$ cat src/rtl/lhs_pkg.sv
// Shared types and constants of the latency histogram statistics block.
// Used by the controller, the datapath and the top level; no dependencies.
package lhs_pkg;

	localparam logic [30:0] TIME_MAX   = 31'h7FFF_FFFF;
	localparam logic [31:0] COUNT_MAX  = 32'hFFFF_FFFF;
	localparam logic [31:0] TGT_DIV    = 32'd100000;
	localparam logic [31:0] TGT_HALF   = 32'd50000;
	localparam logic [10:0] BIU_RESET  = 11'd1024;
	localparam int          IN_TDATA_W = 64;
	localparam int          OUT_TDATA_W = 224;

	typedef enum logic [1:0] {
		MODE_ADD   = 2'd0,
		MODE_CLEAR = 2'd1,
		MODE_PCT   = 2'd2,
		MODE_READ  = 2'd3
	} mode_t;

	typedef enum logic [1:0] {
		ADDR_CLR  = 2'd0,
		ADDR_BKT  = 2'd1,
		ADDR_WALK = 2'd2,
		ADDR_IDX  = 2'd3
	} addr_sel_t;

	typedef struct packed {
		logic      load;
		logic      stats_clr;
		logic      stats_upd;
		logic      bkt_ld;
		logic      div_start;
		logic      avg_ld;
		logic      tgt_mul;
		logic      walk_init;
		logic      walk_acc;
		logic      ram_en;
		logic      ram_we;
		logic      ram_clr;
		addr_sel_t addr_sel;
		logic      clr_inc;
		logic      res_ld;
	} lhs_cmd_t;

	typedef struct packed {
		logic div_done;
		logic div_busy;
		logic in_range;
		logic walk_more;
		logic clr_last;
	} lhs_sts_t;

endpackage

$ cat src/rtl/lhs_ctrl.sv
// Controller state machine: sequences each word through the datapath.
// Depends on lhs_pkg.
module lhs_ctrl (
	input  logic              clk,
	input  logic              arst_n,
	input  logic              s_tvalid,
	output logic              s_tready,
	input  logic [1:0]        s_tuser,
	output logic              m_tvalid,
	input  logic              m_tready,
	output lhs_pkg::lhs_cmd_t cmd,
	input  lhs_pkg::lhs_sts_t sts
);
	import lhs_pkg::*;

	typedef enum logic [4:0] {
		S_CLR, S_IDLE, S_A_START, S_A_CHK, S_A_RD, S_A_WR, S_A_UPD,
		S_V_START, S_V_WAIT, S_T_MUL, S_W_CHK, S_W_RD,
		S_W_ACC, S_R_RD, S_OUT
	} state_t;

	state_t state_q;
	state_t state_nx;
	logic   pend_q;
	logic   m_tvalid_q;

	always_comb begin
		cmd      = '0;
		state_nx = state_q;
		unique case (state_q)
			S_CLR: begin
				cmd.ram_en   = 1'b1;
				cmd.ram_we   = 1'b1;
				cmd.ram_clr  = 1'b1;
				cmd.addr_sel = ADDR_CLR;
				cmd.clr_inc  = 1'b1;
				if (sts.clr_last) begin
					state_nx = pend_q ? S_OUT : S_IDLE;
				end
			end
			S_IDLE: begin
				if (s_tvalid) begin
					cmd.load = 1'b1;
					unique case (mode_t'(s_tuser))
						MODE_ADD:   state_nx = S_A_START;
						MODE_CLEAR: begin
							cmd.stats_clr = 1'b1;
							state_nx      = S_CLR;
						end
						MODE_PCT:   state_nx = S_T_MUL;
						MODE_READ:  state_nx = S_R_RD;
						default:    state_nx = S_IDLE;
					endcase
				end
			end
			S_A_START: begin
				cmd.bkt_ld = 1'b1;
				state_nx   = S_A_CHK;
			end
			S_A_CHK: state_nx = sts.in_range ? S_A_RD : S_A_UPD;
			S_A_RD: begin
				cmd.ram_en   = 1'b1;
				cmd.addr_sel = ADDR_BKT;
				state_nx     = S_A_WR;
			end
			S_A_WR: begin
				cmd.ram_en   = 1'b1;
				cmd.ram_we   = 1'b1;
				cmd.addr_sel = ADDR_BKT;
				state_nx     = S_A_UPD;
			end
			S_A_UPD: begin
				cmd.stats_upd = 1'b1;
				state_nx      = S_V_START;
			end
			S_V_START: begin
				cmd.div_start = 1'b1;
				state_nx      = S_V_WAIT;
			end
			S_V_WAIT: begin
				if (sts.div_done) begin
					cmd.avg_ld = 1'b1;
					state_nx   = S_OUT;
				end
			end
			S_T_MUL: begin
				cmd.tgt_mul   = 1'b1;
				cmd.walk_init = 1'b1;
				state_nx      = S_W_CHK;
			end
			S_W_CHK: state_nx = sts.walk_more ? S_W_RD : S_OUT;
			S_W_RD: begin
				cmd.ram_en   = 1'b1;
				cmd.addr_sel = ADDR_WALK;
				state_nx     = S_W_ACC;
			end
			S_W_ACC: begin
				cmd.walk_acc = 1'b1;
				state_nx     = S_W_CHK;
			end
			S_R_RD: begin
				cmd.ram_en   = 1'b1;
				cmd.addr_sel = ADDR_IDX;
				state_nx     = S_OUT;
			end
			S_OUT: begin
				if (!m_tvalid_q || m_tready) begin
					cmd.res_ld = 1'b1;
					state_nx   = S_IDLE;
				end
			end
			default: state_nx = S_IDLE;
		endcase
	end

	always_ff @(posedge clk or negedge arst_n) begin
		if (!arst_n) begin
			state_q    <= S_CLR;
			pend_q     <= 1'b0;
			m_tvalid_q <= 1'b0;
		end else begin
			state_q <= state_nx;
			if (cmd.stats_clr) begin
				pend_q <= 1'b1;
			end else if (state_q == S_CLR && sts.clr_last) begin
				pend_q <= 1'b0;
			end
			if (cmd.res_ld) begin
				m_tvalid_q <= 1'b1;
			end else if (m_tready) begin
				m_tvalid_q <= 1'b0;
			end
		end
	end

	assign s_tready = state_q == S_IDLE;
	assign m_tvalid = m_tvalid_q;

`ifndef SYNTHESIS
	a_div_idle: assert property (@(posedge clk) disable iff (!arst_n)
		cmd.div_start |-> !sts.div_busy)
		else $error("divider started while busy");
	a_no_overwrite: assert property (@(posedge clk) disable iff (!arst_n)
		(m_tvalid_q && !m_tready) |-> !cmd.res_ld)
		else $error("result overwritten before it was taken");
`endif
endmodule

$ cat config.mk
export PLATFORM = sky130hd
export DESIGN_NAME = lhs_ctrl
export DESIGN_NICKNAME = d
export VERILOG_FILES = /design/src/rtl/lhs_pkg.sv /design/src/rtl/lhs_ctrl.sv
export SDC_FILE = /design/constraint.sdc
export NUM_CORES = 1
export LEC_CHECK = 0
export ABC_AREA = 1
export BUFFER_PORTS_ARGS = -buffer_cell sky130_fd_sc_hd__buf_2
export CORE_ASPECT_RATIO = 1.1
export CORE_UTILIZATION = 40
export DETAILED_ROUTE_END_ITERATION = 8
export HOLD_SLACK_MARGIN = 0.02
export PLACE_DENSITY = 0.73
export SYNTH_ARGS = -nofsm -noshare
export SYNTH_HDL_FRONTEND = slang
export SYNTH_SLANG_ARGS = --single-unit
$ cat constraint.sdc
create_clock -name clk -period 1.1 [get_ports clk]
set_input_delay 0.22 -clock clk [delete_from_list [all_inputs] [get_ports clk]]
set_output_delay 0.22 -clock clk [all_outputs]
set_load 0.005 [all_outputs]
==> load_flow_metrics.sql, run 1 <==
INSERT INTO impl_metrics (metric_group, metric, value, unit) VALUES
('outcome', 'outcome', 'finished with violations', ''),
('outcome', 'violations', 'setup timing', ''),
('synth', 'ys_top_cells_by_count', '27 x nand2_1, 17 x nor2_1, 14 x inv_1', ''),
('cts', 'clock_insertion_delay_worst_skew', '0.25', 'ns'),
('route', 'detail_route.wirelength', '2.12', 'mm'),
('synth', 'ys.warnings.count', '0', ''),
('timing', 'fin_crit_sh', '144', '%'),
('synth', 'syn-cell-area', '681', 'sq um'),
('cts', 'clock_tree_from_tritoncts', 'yes', ''),
('worst_setup_path', 'critical-path-top-delay-family', 'flip-flops', ''),
('floorplanning', 'fp.dieH', '45.3', 'um'),
('cells_and_area', 'post-route-util', '76.7', '%'),
('synth', 'synth_top_area_share', '22.1', '%'),
('synth', 'syn_area_per_cell', '6.30', 'sq um'),
('power_and_ir_drop', 'vdd_drop_max', '1.34', 'mV'),
('power_and_ir_drop', 'p_switching', '1.61', 'mW'),
('timing', 'layout_setup_ws', '-0.488', 'ns'),
('power_and_ir_drop', 'cellPowerDensity', '2810', 'mW/mm^2'),
('power_and_ir_drop', 'clkPwrFrac', '6.7', '%'),
('cts', 'cts-buffers-inserted', '3', ''),
('worst_setup_path', 'critical_path.cell_chain', 'nor2_4 -> inv_2 -> nor2_4 -> inv_2 -> nand2_2 -> nor2_1 -> nand2_1 -> buf_2', ''),
('timing', 'period_needed', '1.59', 'ns'),
('placed_design', 'buffer_ports.inserted', '27', ''),
('power_and_ir_drop', 'pwr-share-seq', '14.4', '%'),
('power_and_ir_drop', 'netSwitchingFraction', '47.3', '%'),
('cells_and_area', 'fillCellCount', '107', ''),
('floorplanning', 'placeableCoreArea', '0.00158', 'sq mm'),
('worst_setup_path', 'r2r_slack', '-0.40', 'ns'),
('route', 'drc', '0', ''),
('timing', 'upper_clock_frequency_limit', '0.630', 'GHz'),
('synth', 'post_synth_inst_count', '108', ''),
('worst_setup_path', 'setup.worst_path.start', 'state_q[0]$_DFFE_PN0P_', ''),
('placed_design', 'replace_congestion', '0.834', ''),
('synth', 'synth_top_flop_cell', 'dfrtp_1', ''),
('synth', 'synthArstFlopShare', '100', '%'),
('timing', 'finalSetupViolations', '22', ''),
('power_and_ir_drop', 'p_int', '1.79', 'mW'),
('worst_setup_path', 'critPathKind', 'register to output port', ''),
('cells_and_area', 'drive_gt1_share', '62.3', '%'),
('cts', 'clkSinkCount', '6', ''),
('route', 'firstDrtPassIters', '4', ''),
('synth', 'synth.largest_area_cell', 'dfrtp_1', ''),
('job', 'drv_cap', '0', ''),
('route', 'wl_per_cell', '11.5', 'um'),
('placed_design', 'dpl_cell_area', '977', 'sq um'),
('power_and_ir_drop', 'leakage', '0.719', 'nW'),
('global_routing', 'grt-ovfl-total', '0', ''),
('floorplanning', 'design.die.area', '0.00187', 'sq mm'),
('cts', 'cts_max_level', '1', ''),
('worst_setup_path', 'critical_path_buf_inv_count', '3', ''),
('timing', 'max-slew-margin-rel', '82.1', '%'),
('hold_path', 'timing.hold.worst.class', 'primary input to register', ''),
('cells_and_area', 'finalNetCount', '179', ''),
('global_routing', 'grt_antenna_before_repair', '0', ''),
('worst_setup_path', 'slowest_delay', '0.47', 'ns'),
('hold_path', 'hold_path.startpoint', 'm_tready', ''),
('worst_setup_path', 'source_of_the_worst_register_to_register_timing_path', 'state_q[0]$_DFFE_PN0P_', ''),
('cells_and_area', 'syn_to_final_growth', '77.8', '%'),
('synth', 'synth-edff-count', '0', ''),
('power_and_ir_drop', 'comb_power_share', '78.9', '%'),
('worst_setup_path', 'critical-path-slowest-cell', 'dfrtp_2', ''),
('route', 'via_per_inst', '4.63', ''),
('cells_and_area', 'layout.cell_area.non_filler', '0.00121', 'sq mm'),
('global_routing', 'wire_length_of_the_first_global_routing_pass', '3.11', 'mm'),
('timing', 'unrepaired_setup_endpoints_after_global_routing', 'yes', ''),
('placed_design', 'preCtsSetupSlack', '-0.226', 'ns'),
('synth', 'synthesis.nets', '119', ''),
('synth', 'ys_top_cells_by_area', 'dfrtp_1 22%, nand2_1 15%, nor2_1 9.4%, inv_1 7.7%, nand2_4 6.6%', ''),
('cts', 'clk_tree_root_cell', 'clkbuf_4', ''),
('cts', 'clkTransAtPathRegs', '0.05', 'ns'),
('synth', 'synth_cell_types', '20', '');
## routing by layer
layer | vias to the layer above | GRT usage, % | share of wire, %
met5 | - | 0 | 0
met4 | 0 | 7.74 | 0.33
met3 | 2 | 3.45 | 2.4
met2 | 24 | 47.2 | 57
met1 | 383 | 26.8 | 40
li1 | 443 | - | -
## state kept, by name, indices dropped and copies added, names as in the netlist
signal / count
m_tvalid: 1
state_q: 4
pend_q: 1
## final cells by class
type / count / area share [%]
Clock buffer: 4 / 2.17
Inverter: 21 / 6.72
Sequential cell: 6 / 12.6
Tap cell: 17 / 1.76
Multi-Input combinational cell: 79 / 42.2
Timing Repair Buffer: 57 / 34.5
## layout by cell type (no fill, tap or decap), types with 3 or more instances in the layout
cell type,instances
nor2_1,13
nor2_4,8
clkbuf_4,3
nand2_2,8
nor2_2,5
o21ai_0,4
inv_1,13
buf_2,25
dfrtp_1,4
o21ai_2,3
inv_2,7
buf_4,20
nand3_1,3
nand2_4,5
buf_6,10
nand2_1,21
## stage by stage
stage               std cells  hold WS (ns)
floorplan                 108       -0.0756
global placement          168        0.0462
detailed placement        168        0.0439
CTS                       183         0.179
global route              184         0.201
finish                    184         0.173
## worst register-to-register path, stage by stage, from the launching register on
cell,delay [ns]
dfrtp_2,0.47
nor2_4,0.15
inv_2,0.07
nor2_4,0.12
buf_4,0.13
buf_4,0.11
nand2_2,0.06
nand2_4,0.10
nor2_4,0.05
o21ai_2,0.06
nand2_1,0.07
## power by group through the flow
stage / combinational, mW / clock, mW / sequential [mW]
after global routing: 2.90 / 0.241 / 0.503
final: 2.68 / 0.228 / 0.488
after CTS: 2.44 / 0.223 / 0.475
after detailed placement: 2.03 / 0 / 0.479
after floorplan: 1.27 / 0 / 0.473
after global placement: 1.99 / 0 / 0.474
## kinds of logic after synthesis
logic type             count (synthesis)  share of synthesized area [%]
AND/OR/NAND/NOR                       68                           53.3
buffers and inverters                 23                           14.2
AO/OA/AOI/OAI                         11                           10.5
flip-flops                             6                           22.1
## final timing paths
check	endpoint	cells after the start
max reg2reg	state_q[0]$_DFFE_PN0P_	10
max	cmd[6]	8
max in group asynchronous	state_q[0]$_DFFE_PN0P_	2
min reg2reg	pend_q$_DFFE_PN0P_	2
min	m_tvalid$_DFFE_PN0P_	2
min in group asynchronous	pend_q$_DFFE_PN0P_	2
## timing repair
action | in CTS | in global routing
buffers inserted | 12 | 5
hold endpoints to repair | 6 | 0
setup endpoints to repair | 22 | 22
resized for setup | 22 | 8
hold buffers | 1 | 0
pin swaps | 4 | 4
No activity file was read; power rests on OpenSTA's default activity.
==> run 2, diff against run 1 <==
- CORE_UTILIZATION: 40 -> 35
- PLACE_DENSITY: 0.73 -> 0.65
==> load_flow_metrics.sql, run 2 (synthesis results as in run 1) <==
INSERT INTO impl_metrics (metric_group, metric, value, unit) VALUES
('placed_design', 'place.detailed.hpwl', '1.44', 'mm'),
('worst_setup_path', 'rr_endpoint', 'state_q[2]$_DFFE_PN0P_', ''),
('placed_design', 'dpl_cell_area', '983', 'sq um'),
('worst_setup_path', 'critical-path-top-delay-family', 'flip-flops', ''),
('cells_and_area', 'layout.cell_area.non_filler', '0.00119', 'sq mm'),
('global_routing', 'first_global_vias', '720', ''),
('hold_path', 'timing.hold.worst_path_depth', '2', ''),
('worst_setup_path', 'setup.worst_path.start', 'state_q[1]$_DFFE_PN0P_', ''),
('route', 'ant_nets', '0', ''),
('timing', 'tightest_slew', '0.253', 'ns'),
('placed_design', 'buffer_ports.inserted', '27', ''),
('worst_setup_path', 'critical_path_arrival', '1.35', 'ns'),
('route', 'firstDrtPassIters', '7', ''),
('cells_and_area', 'regMostFlops', 'state_q', ''),
('cells_and_area', 'stdcell_count', '184', ''),
('route', 'detail_route.wirelength', '1.99', 'mm'),
('hold_path', 'timing.hold.worst.class', 'primary input to register', ''),
('job', 'drv_cap', '0', ''),
('route', 'drc', '0', ''),
('cts', 'cts_max_level', '1', ''),
('placed_design', 'placed_cells_incl_taps', '168', ''),
('floorplanning', 'design.die.area', '0.00213', 'sq mm'),
('worst_setup_path', 'data_required_time_at_the_worst_endpoint', '0.88', 'ns'),
('timing', 'max-slew-margin-rel', '83.0', '%'),
('cells_and_area', 'antenna_cells_inserted', '0', ''),
('power_and_ir_drop', 'leakage', '0.722', 'nW'),
('global_routing', 'globalRouteTotalUtil', '19.1', '%'),
('route', 'detailedRoute.firstIterationViolations', '20', ''),
('timing', 'unrepaired_setup_endpoints_after_global_routing', 'yes', ''),
('floorplanning', 'fp.dieH', '48.3', 'um'),
('worst_setup_path', 'critPathLaunchType', 'register', ''),
('worst_setup_path', 'worst-r2r-cell-count', '11', ''),
('cts', 'clock_insertion_delay_worst_skew', '0.25', 'ns'),
('worst_setup_path', 'cp_max_fo', '5', ''),
('route', 'dr_total_vias', '838', ''),
('floorplanning', 'die_width', '44.0', 'um'),
('floorplanning', 'floorplan.initialDensity', '37.8', '%'),
('timing', 'fin_skew', '0.00514', 'ns'),
('worst_setup_path', 'r2r_slack', '-0.38', 'ns'),
('worst_setup_path', 'critPathKind', 'register to output port', ''),
('cells_and_area', 'drive_gt1_share', '62.7', '%'),
('cts', 'clkSinkCount', '6', ''),
('cells_and_area', 'finalNetCount', '179', ''),
('global_routing', 'wire_length_of_the_first_global_routing_pass', '2.95', 'mm'),
('timing', 'hold_violations', '0', ''),
('timing', 'timing_max_transition_violations_final', '0', ''),
('worst_setup_path', 'critical-path-slowest-cell', 'dfrtp_2', ''),
('cts', 'clkTransAtPathRegs', '0.04', 'ns'),
('route', 'wl_per_cell', '10.8', 'um'),
('outcome', 'violations', 'setup timing', ''),
('timing', 'upper_clock_frequency_limit', '0.637', 'GHz'),
('power_and_ir_drop', 'design_power_total', '3.28', 'mW'),
('placed_design', 'replace_congestion', '0.858', ''),
('cts', 'cts-buffers-inserted', '3', ''),
('floorplanning', 'placeableCoreArea', '0.00180', 'sq mm'),
('cts', 'clockBufferDepth', '2', ''),
('cts', 'clk_tree_root_cell', 'clkbuf_4', ''),
('timing', 'finalSetupViolations', '22', ''),
('worst_setup_path', 'cp.depth', '8', ''),
('worst_setup_path', 'critical_path_buf_inv_count', '4', ''),
('cells_and_area', 'largest_reg_flops', '4', ''),
('worst_setup_path', 'source_of_the_worst_register_to_register_timing_path', 'state_q[1]$_DFFE_PN0P_', ''),
('floorplanning', 'floorplan.io_pins', '29', ''),
('timing', 'layout_setup_ws', '-0.470', 'ns'),
('power_and_ir_drop', 'cellPowerDensity', '2760', 'mW/mm^2'),
('cts', 'clock_tree_from_tritoncts', 'yes', ''),
('floorplanning', 'rows', '16', ''),
('worst_setup_path', 'critical_path.cell_chain', 'inv_2 -> nand2_4 -> nor2_8 -> inv_4 -> nor2_4 -> nand3_2 -> inv_1 -> buf_2', ''),
('timing', 'fin_crit_sh', '143', '%'),
('worst_setup_path', 'crit_end', 'cmd[14]', ''),
('outcome', 'outcome', 'finished with violations', ''),
('worst_setup_path', 'timing.critical_path.to_type', 'output port', ''),
('cells_and_area', 'most-common-layout-cells', '24 x buf_2, 24 x buf_4, 22 x nand2_1, 14 x nor2_1, 12 x inv_1', ''),
('power_and_ir_drop', 'vdd_drop_max', '1.30', 'mV'),
('global_routing', 'grt-ovfl-total', '0', ''),
('global_routing', 'grt_max_degree', '7', ''),
('route', 'via_per_inst', '4.55', ''),
('worst_setup_path', 'slowest_delay', '0.45', 'ns'),
('timing', 'period_needed', '1.57', 'ns'),
('cells_and_area', 'syn_to_final_growth', '74.8', '%'),
('global_routing', 'grt_antenna_before_repair', '0', '');
==> run 2: cell type report <==
cell class	instances	area, sq um
fillers	154	612
multi-input cells	79	502
flip-flops and latches	6	153
inverters	21	81.3
repair buffers	57	409
well taps	18	22.5
clock buffers	3	22.5
==> run 2: how the worst min path moves through the flow <==
stage,start,endpoint,slack (ns)
after CTS,m_tready,m_tvalid$_DFFE_PN0P_,0.18
after global routing,m_tready,m_tvalid$_DFFE_PN0P_,0.21
after detailed placement,arst_n,m_tvalid$_DFFE_PN0P_,0.04
after floorplan,arst_n,m_tvalid$_DFFE_PN0P_,-0.08
final,m_tready,m_tvalid$_DFFE_PN0P_,0.19
after global placement,arst_n,m_tvalid$_DFFE_PN0P_,0.05
==> run 2: repair_timing <==
action | 4_1_cts | 5_1_grt
hold buffers | 1 | 0
endpoints found under the hold margin | 6 | 0
gates resized for setup | 17 | 5
pin swaps | 8 | 3
endpoints found under the setup margin | 22 | 23
setup buffers | 7 | 5
==> run 2: worst reg2reg max path: stages (launching register included) <==
cell	delay [ns]
dfrtp_2	0.45
inv_2	0.10
nand2_4	0.08
nor2_8	0.14
buf_4	0.13
buf_12	0.09
buf_6	0.10
nand2_4	0.05
nand2_4	0.08
nor2_4	0.04
nand2_1	0.06
nand2_1	0.05
==> run 2: metal layers <==
layer | part of all wire, % | wire length (um) | vias to the layer above | global-route usage (%)
met1 | 39 | 781 | 370 | 23.0
met2 | 56 | 1110 | 27 | 37.4
met3 | 4.0 | 80 | 2 | 0.370
li1 | - | - | 439 | -
met5 | 0 | 0 | - | 0
met4 | 0.85 | 17 | 0 | 6.67
==> run 2: stage by stage <==
stage	setup slack [ns]	setup TNS, ns	hold slack, ns	util, %
2_1_floorplan	-0.147	-0.867	-0.0756	-
3_5_place_dp	-0.233	-2.54	0.0449	54.6
3_3_place_gp	-0.212	-2.36	0.0457	54.6
5_1_grt	-0.541	-9.45	0.209	66.0
6_report	-0.470	-8.03	0.186	66.0
4_1_cts	-0.482	-7.25	0.182	62.9
==> run 2: power by group <==
part | internal, mW | leakage [nW] | switching [mW]
logic | 1.29 | 0.634 | 1.31
clock network | 0.123 | 0.0138 | 0.0790
registers | 0.337 | 0.0742 | 0.143
